==> config.mk <==
export PLATFORM = sky130hd
export DESIGN_NAME = base64_stream_decoder
export DESIGN_NICKNAME = d
export VERILOG_FILES = /design/src/hdl/b64d_pkg.sv /design/src/hdl/b64d_decode.sv /design/src/hdl/b64d_out_q.sv /design/src/hdl/base64_stream_decoder.sv
export SDC_FILE = /design/constraint.sdc
export NUM_CORES = 1
export LEC_CHECK = 0
export ABC_AREA = 1
export BUFFER_PORTS_ARGS = -buffer_cell sky130_fd_sc_hd__buf_2
export CORE_MARGIN = 1.5
export CORE_UTILIZATION = 61
export CTS_CLUSTER_DIAMETER = 150
export DETAILED_ROUTE_END_ITERATION = 10
export GPL_TIMING_DRIVEN = 0
export PLACE_DENSITY = 0.84
export SLEW_MARGIN = 30
export SYNTH_ARGS = -nofsm -noshare
export SYNTH_HDL_FRONTEND = slang
export SYNTH_HIERARCHICAL = 1
export SYNTH_SLANG_ARGS = --single-unit
==> constraint.sdc <==
create_clock -name i_clk -period 7 [get_ports i_clk]
set_clock_uncertainty 0.05 [all_clocks]
set_input_delay 0.35 -clock i_clk [delete_from_list [all_inputs] [get_ports i_clk]]
set_output_delay 0.35 -clock i_clk [all_outputs]
set_load 0.005 [all_outputs]
==> src/hdl/b64d_pkg.sv <==
package b64d_pkg;

    // Width of the decoded byte counter
    localparam int COUNT_WIDTH = 16;
    // Width of the capacity register and of the reported byte total
    localparam int CAP_REG_W   = 16;
    localparam int TOTAL_W     = 16;
    // Compare width: holds the capacity, the counter limit and a small carry
    localparam int CAP_W       = ((COUNT_WIDTH > CAP_REG_W) ? COUNT_WIDTH : CAP_REG_W) + 1;
    // Results one character can cause: three bytes and a status
    localparam int MAX_RES     = 4;
    localparam int RES_CNT_W   = $clog2(MAX_RES + 1);

    // Special characters
    localparam logic [7:0] CH_PAD   = 8'h3D;  // '='
    localparam logic [7:0] CH_LF    = 8'h0A;  // newline
    localparam logic [7:0] CH_PLUS  = 8'h2B;  // '+'
    localparam logic [7:0] CH_SLASH = 8'h2F;  // '/'
    localparam logic [7:0] CH_UP_A  = 8'h41;
    localparam logic [7:0] CH_UP_Z  = 8'h5A;
    localparam logic [7:0] CH_LO_A  = 8'h61;
    localparam logic [7:0] CH_LO_Z  = 8'h7A;
    localparam logic [7:0] CH_DIG_0 = 8'h30;
    localparam logic [7:0] CH_DIG_9 = 8'h39;

    // Sextet values of the alphabet ranges
    localparam logic [7:0] SX_LOWER_BASE = 8'd26;
    localparam logic [7:0] SX_DIGIT_BASE = 8'd52;
    localparam logic [5:0] SX_PLUS       = 6'd62;
    localparam logic [5:0] SX_SLASH      = 6'd63;

    typedef enum logic [1:0] {
        ST_OK       = 2'd0,
        ST_INVALID  = 2'd1,
        ST_OVERFLOW = 2'd2
    } t_status;

    typedef struct packed {
        logic [7:0]         out_byte;
        logic               is_status;
        t_status            status_code;
        logic [TOTAL_W-1:0] byte_total;
        logic               run_last;
    } t_result;

    typedef struct packed {
        t_result [MAX_RES-1:0] slot;
        logic [RES_CNT_W-1:0]  count;
    } t_bundle;

    typedef struct packed {
        logic [RES_CNT_W-1:0] count;
        logic                 free;
    } t_q_status;

    // Map a character to {in_alphabet, sextet}; '=' maps to zero
    function automatic logic [6:0] sextet_of(input logic [7:0] ch);
        logic [7:0] v;
        logic       ok;
        v  = 8'd0;
        ok = 1'b1;
        if (ch >= CH_UP_A && ch <= CH_UP_Z) begin
            v = ch - CH_UP_A;
        end else if (ch >= CH_LO_A && ch <= CH_LO_Z) begin
            v = (ch - CH_LO_A) + SX_LOWER_BASE;
        end else if (ch >= CH_DIG_0 && ch <= CH_DIG_9) begin
            v = (ch - CH_DIG_0) + SX_DIGIT_BASE;
        end else if (ch == CH_PLUS) begin
            v = {2'b00, SX_PLUS};
        end else if (ch == CH_SLASH) begin
            v = {2'b00, SX_SLASH};
        end else if (ch == CH_PAD) begin
            v = 8'd0;
        end else begin
            ok = 1'b0;
        end
        return {ok, v[5:0]};
    endfunction

endpackage

==> src/hdl/b64d_decode.sv <==
module b64d_decode (
    input  logic                                i_clk,
    input  logic                                i_rst_n,
    input  logic                                i_cfg_we,
    input  logic [b64d_pkg::CAP_REG_W-1:0]      i_cfg_wdata,
    input  logic                                i_step,
    input  logic [7:0]                          i_char,
    input  logic                                i_eom,
    output b64d_pkg::t_bundle                   o_bundle
);

    localparam int CW   = b64d_pkg::COUNT_WIDTH;
    localparam int CPW  = b64d_pkg::CAP_W;
    localparam int TW   = b64d_pkg::TOTAL_W;
    localparam int RCW  = b64d_pkg::RES_CNT_W;

    // Message state
    logic [1:0]                    r_pos;
    logic [5:0]                    r_h [3];
    logic                          r_tp;
    logic                          r_gi;
    logic [CW-1:0]                 r_bw;
    logic                          r_fin;
    b64d_pkg::t_status             r_code;
    logic [b64d_pkg::CAP_REG_W-1:0] r_cap;

    logic [1:0]                    n_pos;
    logic                          n_tp;
    logic                          n_gi;
    logic [CW-1:0]                 n_bw;
    logic                          n_fin;
    b64d_pkg::t_status             n_code;
    logic                          n_hwe;

    logic [6:0]                    sx;
    logic                          sx_ok;
    logic [5:0]                    sx_val;
    logic                          active;
    logic [CPW-1:0]                cap_ext;
    logic [CPW-1:0]                cnt_max;
    logic [CPW-1:0]                cap;
    logic [CPW-1:0]                w_ext;
    logic                          fit1, fit2, fit3;
    logic [1:0]                    fitn;
    logic [1:0]                    wantn;
    logic [1:0]                    nb;
    logic [7:0]                    dec_byte [3];
    logic [CPW-1:0]                tot_sum [3];
    logic [CPW-1:0]                fin_sum;
    b64d_pkg::t_status             eom_code;
    logic [RCW-1:0]                res_cnt;

    // Classify the character and limit the capacity to the counter range
    always_comb begin
        sx      = b64d_pkg::sextet_of(i_char);
        sx_ok   = sx[6];
        sx_val  = sx[5:0];
        active  = !r_fin && !(r_pos == 2'd0 && i_char == b64d_pkg::CH_LF);
        cap_ext = CPW'(r_cap);
        cnt_max = CPW'({CW{1'b1}});
        cap     = (cap_ext < cnt_max) ? cap_ext : cnt_max;
        w_ext   = CPW'(r_bw);
        fit1    = w_ext < cap;
        fit2    = (w_ext + CPW'(1)) < cap;
        fit3    = (w_ext + CPW'(2)) < cap;
        fitn    = fit1 ? (fit2 ? (fit3 ? 2'd3 : 2'd2) : 2'd1) : 2'd0;
        wantn   = r_tp ? 2'd1 : ((i_char == b64d_pkg::CH_PAD) ? 2'd2 : 2'd3);
        dec_byte[0] = {r_h[0], r_h[1][5:4]};
        dec_byte[1] = {r_h[1][3:0], r_h[2][5:2]};
        dec_byte[2] = {r_h[2][1:0], sx_val};
    end

    // Next message state for the character
    always_comb begin
        n_pos  = r_pos;
        n_tp   = r_tp;
        n_gi   = r_gi;
        n_bw   = r_bw;
        n_fin  = r_fin;
        n_code = r_code;
        n_hwe  = 1'b0;
        nb     = 2'd0;
        if (active) begin
            if (r_pos != 2'd3) begin
                n_hwe = 1'b1;
                if (r_pos == 2'd2) begin
                    n_tp = (i_char == b64d_pkg::CH_PAD);
                end
                if (!sx_ok) begin
                    n_gi = 1'b1;
                end
                n_pos = r_pos + 2'd1;
            end else begin
                n_pos = 2'd0;
                n_gi  = 1'b0;
                n_tp  = 1'b0;
                if (r_gi || !sx_ok) begin
                    n_fin  = 1'b1;
                    n_code = b64d_pkg::ST_INVALID;
                end else if (fitn < wantn) begin
                    nb     = fitn;
                    n_fin  = 1'b1;
                    n_code = b64d_pkg::ST_OVERFLOW;
                end else begin
                    nb = wantn;
                    if (wantn != 2'd3) begin
                        n_fin = 1'b1;
                    end
                end
                n_bw = r_bw + CW'(nb);
            end
        end
    end

    // Assemble the results: bytes first, then the status on an end mark
    always_comb begin
        for (int k = 0; k < 3; k++) begin
            tot_sum[k] = w_ext + CPW'(k + 1);
        end
        fin_sum  = CPW'(n_bw);
        eom_code = (!n_fin && n_pos != 2'd0) ? b64d_pkg::ST_INVALID : n_code;
        res_cnt  = RCW'(nb) + RCW'(i_eom);
        o_bundle.count = res_cnt;
        for (int i = 0; i < b64d_pkg::MAX_RES; i++) begin
            if (i < 3 && RCW'(i) < RCW'(nb)) begin
                o_bundle.slot[i].out_byte    = dec_byte[(i < 3) ? i : 0];
                o_bundle.slot[i].is_status   = 1'b0;
                o_bundle.slot[i].status_code = b64d_pkg::ST_OK;
                o_bundle.slot[i].byte_total  = tot_sum[(i < 3) ? i : 0][TW-1:0];
            end else begin
                o_bundle.slot[i].out_byte    = 8'd0;
                o_bundle.slot[i].is_status   = 1'b1;
                o_bundle.slot[i].status_code = eom_code;
                o_bundle.slot[i].byte_total  = fin_sum[TW-1:0];
            end
            o_bundle.slot[i].run_last = (RCW'(i + 1) == res_cnt);
        end
    end

    // Hold the capacity register
    always_ff @(posedge i_clk) begin
        if (!i_rst_n) begin
            r_cap <= {b64d_pkg::CAP_REG_W{1'b1}};
        end else if (i_cfg_we) begin
            r_cap <= i_cfg_wdata;
        end
    end

    // Advance the message state; an end mark starts a fresh message
    always_ff @(posedge i_clk) begin
        if (!i_rst_n) begin
            r_pos  <= 2'd0;
            r_tp   <= 1'b0;
            r_gi   <= 1'b0;
            r_bw   <= '0;
            r_fin  <= 1'b0;
            r_code <= b64d_pkg::ST_OK;
        end else if (i_step) begin
            if (i_eom) begin
                r_pos  <= 2'd0;
                r_tp   <= 1'b0;
                r_gi   <= 1'b0;
                r_bw   <= '0;
                r_fin  <= 1'b0;
                r_code <= b64d_pkg::ST_OK;
            end else begin
                r_pos  <= n_pos;
                r_tp   <= n_tp;
                r_gi   <= n_gi;
                r_bw   <= n_bw;
                r_fin  <= n_fin;
                r_code <= n_code;
            end
        end
    end

    // Store the sextet of the first three places
    always_ff @(posedge i_clk) begin
        if (i_step && n_hwe) begin
            case (r_pos)
                2'd0:    r_h[0] <= sx_val;
                2'd1:    r_h[1] <= sx_val;
                2'd2:    r_h[2] <= sx_val;
                default: r_h[0] <= r_h[0];
            endcase
        end
    end

endmodule

==> src/hdl/b64d_out_q.sv <==
module b64d_out_q (
    input  logic                  i_clk,
    input  logic                  i_rst_n,
    input  logic                  i_load,
    input  b64d_pkg::t_bundle     i_bundle,
    input  logic                  i_tready,
    output logic                  o_tvalid,
    output b64d_pkg::t_result     o_result,
    output b64d_pkg::t_q_status   o_status
);

    localparam int RCW = b64d_pkg::RES_CNT_W;

    b64d_pkg::t_result [b64d_pkg::MAX_RES-1:0] r_slot;
    logic [RCW-1:0]                            r_cnt;
    logic                                      take;

    // Drain one result per transaction from the head slot
    always_comb begin
        take            = (r_cnt != '0) && i_tready;
        o_tvalid        = (r_cnt != '0);
        o_result        = r_slot[0];
        o_status.count  = r_cnt;
        o_status.free   = (r_cnt == '0) || (r_cnt == RCW'(1) && i_tready);
    end

    // Count the results still held
    always_ff @(posedge i_clk) begin
        if (!i_rst_n) begin
            r_cnt <= '0;
        end else if (i_load) begin
            r_cnt <= i_bundle.count;
        end else if (take) begin
            r_cnt <= r_cnt - RCW'(1);
        end
    end

    // Load a new bundle or shift the remaining results toward the head
    always_ff @(posedge i_clk) begin
        if (i_load) begin
            r_slot <= i_bundle.slot;
        end else if (take) begin
            for (int k = 0; k < b64d_pkg::MAX_RES - 1; k++) begin
                r_slot[k] <= r_slot[k + 1];
            end
        end
    end

endmodule

==> src/hdl/base64_stream_decoder.sv <==
// Base64 stream decoder. Takes one ASCII character per transaction on the
// slave side (tlast marks the last character of a message) and returns decoded
// bytes and one final status per message on the master side (tuser high on the
// status, tlast high on the last result caused by a character). A character is
// accepted every cycle unless the held one waits for room; it is registered,
// decoded from that register and its results move into a four-entry result
// buffer that drains one result per cycle while the master side is ready, so
// a group's bytes after the first follow one per cycle. The fourth character of
// a group can cause three bytes plus a status; a later character that causes
// results waits until that buffer is empty or its last entry is being taken;
// characters with no result keep flowing. Status codes: 0 ok, 1 invalid or
// truncated input, 2 output capacity exceeded. The capacity register resets
// to 65535; the user must write it only while idle; the block does not enforce it.
module base64_stream_decoder (
    input  logic        i_clk,
    input  logic        i_rst_n,
    input  logic        i_cfg_we,
    input  logic [15:0] i_cfg_wdata,
    input  logic        i_s_axis_tvalid,
    output logic        o_s_axis_tready,
    input  logic [7:0]  i_s_axis_tdata,   // [7:0] in_char
    input  logic        i_s_axis_tlast,
    output logic        o_m_axis_tvalid,
    input  logic        i_m_axis_tready,
    output logic [31:0] o_m_axis_tdata,   // [7:0] out_byte, [9:8] status_code,
                                          // [25:10] byte_total, [31:26] zero
    output logic        o_m_axis_tuser,   // [0] is_status
    output logic        o_m_axis_tlast
);

    logic                  r_in_v;
    logic [7:0]            r_in_char;
    logic                  r_in_eom;
    logic                  move;
    logic                  load;
    b64d_pkg::t_bundle     bundle;
    b64d_pkg::t_result     res;
    b64d_pkg::t_q_status   q_status;

    // Decode the held character when its results have room
    assign move            = r_in_v && (bundle.count == '0 || q_status.free);
    assign load            = move && (bundle.count != '0);
    assign o_s_axis_tready = !r_in_v || move;

    // Hold the incoming character
    always_ff @(posedge i_clk) begin
        if (!i_rst_n) begin
            r_in_v <= 1'b0;
        end else if (o_s_axis_tready) begin
            r_in_v <= i_s_axis_tvalid;
        end
    end

    always_ff @(posedge i_clk) begin
        if (i_s_axis_tvalid && o_s_axis_tready) begin
            r_in_char <= i_s_axis_tdata;
            r_in_eom  <= i_s_axis_tlast;
        end
    end

    b64d_decode u_decode (
        .i_clk       (i_clk),
        .i_rst_n     (i_rst_n),
        .i_cfg_we    (i_cfg_we),
        .i_cfg_wdata (i_cfg_wdata),
        .i_step      (move),
        .i_char      (r_in_char),
        .i_eom       (r_in_eom),
        .o_bundle    (bundle)
    );

    b64d_out_q u_out_q (
        .i_clk    (i_clk),
        .i_rst_n  (i_rst_n),
        .i_load   (load),
        .i_bundle (bundle),
        .i_tready (i_m_axis_tready),
        .o_tvalid (o_m_axis_tvalid),
        .o_result (res),
        .o_status (q_status)
    );

    // Pack the result transaction
    assign o_m_axis_tdata = {6'd0, res.byte_total, res.status_code, res.out_byte};
    assign o_m_axis_tuser = res.is_status;
    assign o_m_axis_tlast = res.run_last;

`ifndef SYNTHESIS
    a_load_has_room: assert property (@(posedge i_clk) disable iff (!i_rst_n)
        load |-> (q_status.count == '0 ||
                  (q_status.count == 1 && i_m_axis_tready)))
        else $error("result buffer loaded while still holding results");

    a_status_ends_run: assert property (@(posedge i_clk) disable iff (!i_rst_n)
        (o_m_axis_tvalid && o_m_axis_tuser) |-> o_m_axis_tlast)
        else $error("status result is not the last of its run");

    a_count_bound: assert property (@(posedge i_clk) disable iff (!i_rst_n)
        q_status.count <= b64d_pkg::MAX_RES)
        else $error("result buffer count out of range");

    a_stall_needs_item: assert property (@(posedge i_clk) disable iff (!i_rst_n)
        !o_s_axis_tready |-> r_in_v)
        else $error("input stalled with an empty input register");
`endif

endmodule
======== Word level (Yosys, flattened, before mapping) ========
Memories as Yosys holds them, arrays and structs flattened.
Index checks and enable logic that the tools add are counted.
storage, ports and cells
  bits in registers ....................... 155
  memory bits (writable) .................. 18
  output and inout bits ................... 36
  word-level logic and storage cells ...... 183
  memories ................................ 1
memory list
  name          words  width  read ports  clocked after memory_dff  write ports  RTL line           source
  u_decode.r_h  3      6      3           0                         1            b64d_decode.sv:19  logic [5:0] r_h [3];
cells by class
  add/subtract/negate cells ............... 12
  magnitude comparators ................... 14
  equal/unequal tests ..................... 15
  multiplexer cells ....................... 77
  bitwise gates (word level) .............. 1
  reductions and logical operators ........ 34
operator list
  operator                                                                             count
  84-bit two-way mux                                                                   2
  27-bit two-way mux                                                                   3
  16-bit two-way mux                                                                   4
  6-bit two-way mux                                                                    8
  2-bit two-way mux                                                                    20
  1-bit two-way mux                                                                    38
  17-bit less-than comparator                                                          2
  8-bit by 6-bit == test with 1-bit output, second input constant                      3
  16-bit by 1-bit adder with 17-bit output, second input constant                      1
  16-bit by 2-bit adder with 17-bit output, second input constant                      1
  16-bit by 17-bit less-than comparator with 1-bit output                              1
  16-bit by 2-bit adder with 16-bit output                                             1
  16-bit by 2-bit adder with 16-bit output, second input constant                      1
  8-bit by 7-bit greater-or-equal comparator with 1-bit output, second input constant  2
  8-bit by 7-bit less-or-equal comparator with 1-bit output, second input constant     2
  16-bit less-than comparator, second input constant                                   1
  1-bit logical AND                                                                    12
  6-bit OR reduction                                                                   2
  6-bit subtractor, second input constant                                              2
  8-bit by 4-bit == test with 1-bit output, second input constant                      1
  8-bit by 6-bit greater-or-equal comparator with 1-bit output, second input constant  1
  8-bit by 6-bit less-or-equal comparator with 1-bit output, second input constant     1
  6-bit by 5-bit adder with 6-bit output, second input constant                        1
  6-bit adder, second input constant                                                   1
  other kinds (25)                                                                     42

======== Depth between registers and ports, before layout ========
  word-level depth ........................ 24
  mapped depth ............................ 38

======== Hierarchy ========
Netlist, hierarchy kept.
modules (own cells, without submodules)
  module                 instances  cells an instance  area an instance (um^2)
  b64d_decode            1          904                5933.2
  b64d_out_q             1          446                4895.9
  base64_stream_decoder  1          30                 419.2

======== Least setup slack after synthesis ========
OpenSTA, ideal clock, no wires.
  kind .................................... reg2reg
  from .................................... reg u_decode.r_bw[8]
  to ...................................... reg u_out_q.r_slot, in the netlist u_out_q/o_result[0] (enable)
  arrival ................................. 5730 ps
  data required time ...................... 6543 ps
  setup slack ............................. 813 ps
  cell stages (with the launch flop) ...... 35
  path buffers ............................ 2
  period minus slack after synthesis ...... 6187 ps
  cell sequence ........................... dfxtp_1 -> buf_2 -> nand2_1 -> nor2_1 -> inv_1 -> nor3_1 -> nand3_1 -> inv_1 -> nand2_1 -> a21oi_1 -> ha_1 -> nand2_1 -> nor2_1 -> nand4_1 -> nor2_1 -> nand2_1 -> and3_1 -> ha_1 -> inv_1 -> o211ai_1 -> inv_1 -> nor2_1 -> nand2_2 -> inv_4 -> nand2_4 -> inv_1 -> ha_1 -> ha_1 -> nor2_2 -> nand2_2 -> nand3_1 -> inv_1 -> buf_6 -> inv_4 -> nand2_2
RTL lines
  element                          RTL line            source
  from (decl)                      b64d_decode.sv:22   logic [CW-1:0] r_bw;
  from (signal assigned)           b64d_decode.sv:170  r_bw <= n_bw;
  to (signal assigned)             b64d_out_q.sv:41    r_slot <= i_bundle.slot;
  to (signal, indexed assignment)  b64d_out_q.sv:44    r_slot[k] <= r_slot[k + 1];
  to (decl)                        b64d_out_q.sv:14    b64d_pkg::t_result [b64d_pkg::MAX_RES-1:0] r_slot;

==> flow_metrics.tcl <==
set metrics [dict create \
    root_buffer "clkbuf_16" \
    end_kind "flip-flop" \
    route.vias.total 9279 \
    antennaDiodeCount 0 \
    gr-max-usage-layer "met2" \
    wl_per_cell_um 15.3 \
    numPortBuffers 59 \
    layout.nets 1564 \
    r2r_slack_ps 690 \
    startpoint "u_decode/r_bw[8]" \
    fin_crit_ps 6310 \
    postCtsSetupBuffers 0 \
    tritoncts "built" \
    drt-pass1-iter-count 6 \
    combPwrFrac 0.226 \
    path_class "reg2reg" \
    cp-endpoint "u_decode/r_bw[1]" \
    finalSetupTns_ps 0 \
    via_per_inst 5.42 \
    dominantRegCellSynth "edfxtp_1" \
    finalInstanceArea_um2 12500 \
    clk_pin_slew_ps 80 \
    period_share 0.902 \
    p_leak_uw 0.00586 \
    final_common_cell "nand2_1" \
    coreArea_um2 18000 \
    worst_slew_pin_slew_ps 769 \
    clk_latency_ps 440 \
    rr_endpoint "u_decode/r_bw[1]" \
    start_kind "flip-flop" \
    die_h_um 139 \
    hold_buffers 0 \
    place_hpwl_um 19700 \
    gp_congestion 0.978 \
    antenna_found_initial 0 \
    grt_usage 0.276 \
    cts.sink_count 182 \
    async_reset_ff_frac 0 \
    globalRouteMet1Util 0.385 \
    crit_slowest_cell "clkbuf_1" \
    post-place-cells 1680 \
    whs_ps 23.2 \
    p_seq_frac 0.484 \
    area_delta_synth_final_pct 11.3 \
    htree_levels 4 \
    cts_buffers 17 \
    reg2reg_depth 35 \
    synth_edf_count 139 \
    gr-usage-met2 0.442 \
    totalWireLength_um 26300 \
    p_sw_uw 1020 \
    grt_pass1_vias 8471 \
    final_cell_mix "nand2_1, edfxtp_1, inv_1, nor2_1, buf_2" \
    rsz0062_at_grt "false" \
    ys_warn_count 6 \
    worstReg2RegStart "u_decode/r_bw[8]" \
    synth_area_um2 11200 \
    start_util 0.624 \
    grt_max_degree 88 \
    swShare 0.305 \
    status "complete, no violations" \
    ys_ff_latch 182 \
    grt_overflow_total 0 \
    drc 0 \
    setup_viol 0 \
    synth_area_per_cell_um2 8.15 \
    cts_buffer_depth 2 \
    io_pins 66 \
    slowest_delay_ps 530 \
    crit_fanout 10 \
    dieArea_um2 19300 \
    fmax_mhz 158 \
    synth-seq-area-share 0.448 \
    rows 49 \
    grt_util_met3 0.0456 \
    fin_cells 1712 \
    finalHoldViolations 0 \
    clkPwrFrac 0.290 \
    internal_power_uw 2340 \
    drive_above_1_share 0.154 \
    holdCritPathClass "in2reg" \
    powerDensity_nw_per_um2 268 \
    relSlewSlack 0.485 \
    drtAntennaViolNets 0 \
    required_ps 7310 \
    ir_drop_v 0.000206 \
    finalMaxSlewViolations 0 \
    syn_inst 1380 \
    cp_common_cell "inv_1" \
    synthDistinctLibCells 53 \
    worstPathArrival_ps 6630 \
    maxCapViolations 0 \
    grt_pass1_wl_um 42200 \
    dpl_cell_area_um2 11900 \
    drtIter0Drc 1182 \
    die_x_um 139 \
]
==> what timing repair did <==
action	in CTS	in global routing
resized for setup	0	5
endpoints found under the hold margin	0	0
endpoints found under the setup margin	0	97
==> cells by family after synthesis <==
logic type | Yosys count | share of synthesized area
AOI/OAI and AO/OA | 178 | 0.0873
adders and majority gates | 64 | 0.0719
DFF | 182 | 0.448
buffers and inverters | 245 | 0.111
and+or+nand+nor | 657 | 0.241
other | 3 | 0.00100
xor gates and xnor gates | 51 | 0.0397
==> worst min path at each step <==
stage	start	to	slack, ps	depth (start not counted)
detailed placement	u_decode/r_code[1]	u_decode/r_code[1]	410	2
finish	i_s_axis_tdata[4]	r_in_char[4]	20	1
global route	i_s_axis_tdata[4]	r_in_char[4]	20	1
CTS	i_s_axis_tdata[4]	r_in_char[4]	10	1
global placement	u_decode/r_code[1]	u_decode/r_code[1]	400	2
floorplan	u_decode/r_code[1]	u_decode/r_code[1]	400	2
==> sequential cells by signal (all words and copies together) (netlist names), 2 cells and up <==
name	flops
u_out_q/r_slot	84
u_out_q/o_result	28
u_decode/r_h	18
u_decode/r_bw	16
u_decode/r_cap	16
r_in_char	8
u_out_q/r_cnt	3
u_decode/r_code	2
u_decode/r_pos	2
==> cell usage after synthesis (all sizes together) (3+ instances only) <==
cell | number | area, um2
clkinv | 3 | 16.3
xor2 | 50 | 438
o21ai | 82 | 410
inv | 150 | 571
o22ai | 4 | 25.0
o211ai | 5 | 47.5
nor2 | 94 | 388
conb | 3 | 11.3
dfxtp | 43 | 861
nor3 | 17 | 100
edfxtp | 139 | 4170
clkbuf | 10 | 37.5
a21oi | 70 | 358
nand4 | 7 | 43.8
nand3 | 38 | 208
buf | 82 | 629
ha | 63 | 788
a21boi | 3 | 22.5
nand2 | 495 | 1920
a31oi | 3 | 25.0
==> power groups by stage <==
stage	Clock (uW)	Combinational (uW)	Sequential, uW
finish	976	759	1630
floorplan	0	535	1630
CTS	984	758	1630
global route	1030	855	1650
detailed placement	0	748	1650
global placement	0	716	1650
==> routing by layer <==
layer,share of wire,wire [um]
met5,0,0
met4,0.024,638
met3,0.086,2250
met2,0.45,11900
met1,0.44,11500
==> critical path: cells and delay by family, from the launching register on <==
kind | cells | cell delay [ps]
compound gates | 4 | 840
fa+ha+maj | 4 | 930
buf+inv | 10 | 1810
flops | 1 | 340
simple gates | 17 | 2240
==> through the flow <==
step / worst slack [ps] / utilization / total power (uW)
final: 686 / 0.695 / 3360
after CTS: 485 / 0.694 / 3370
after global placement: -451 / 0.659 / 2360
after detailed placement: 642 / 0.660 / 2400
after floorplan: 813 / - / 2160
after global routing: 29.9 / 0.695 / 3530
==> final cells by class <==
cell class,count,area [um2]
Tap cell,229,287
Inverter,153,589
Clock buffer,17,425
Sequential cell,182,5030
Buffer,92,668
Multi-Input combinational cell,965,5030
Timing Repair Buffer,59,295
Clock inverter,15,194
Fill cell,1438,5510
(Power assumes the default switching activity.)
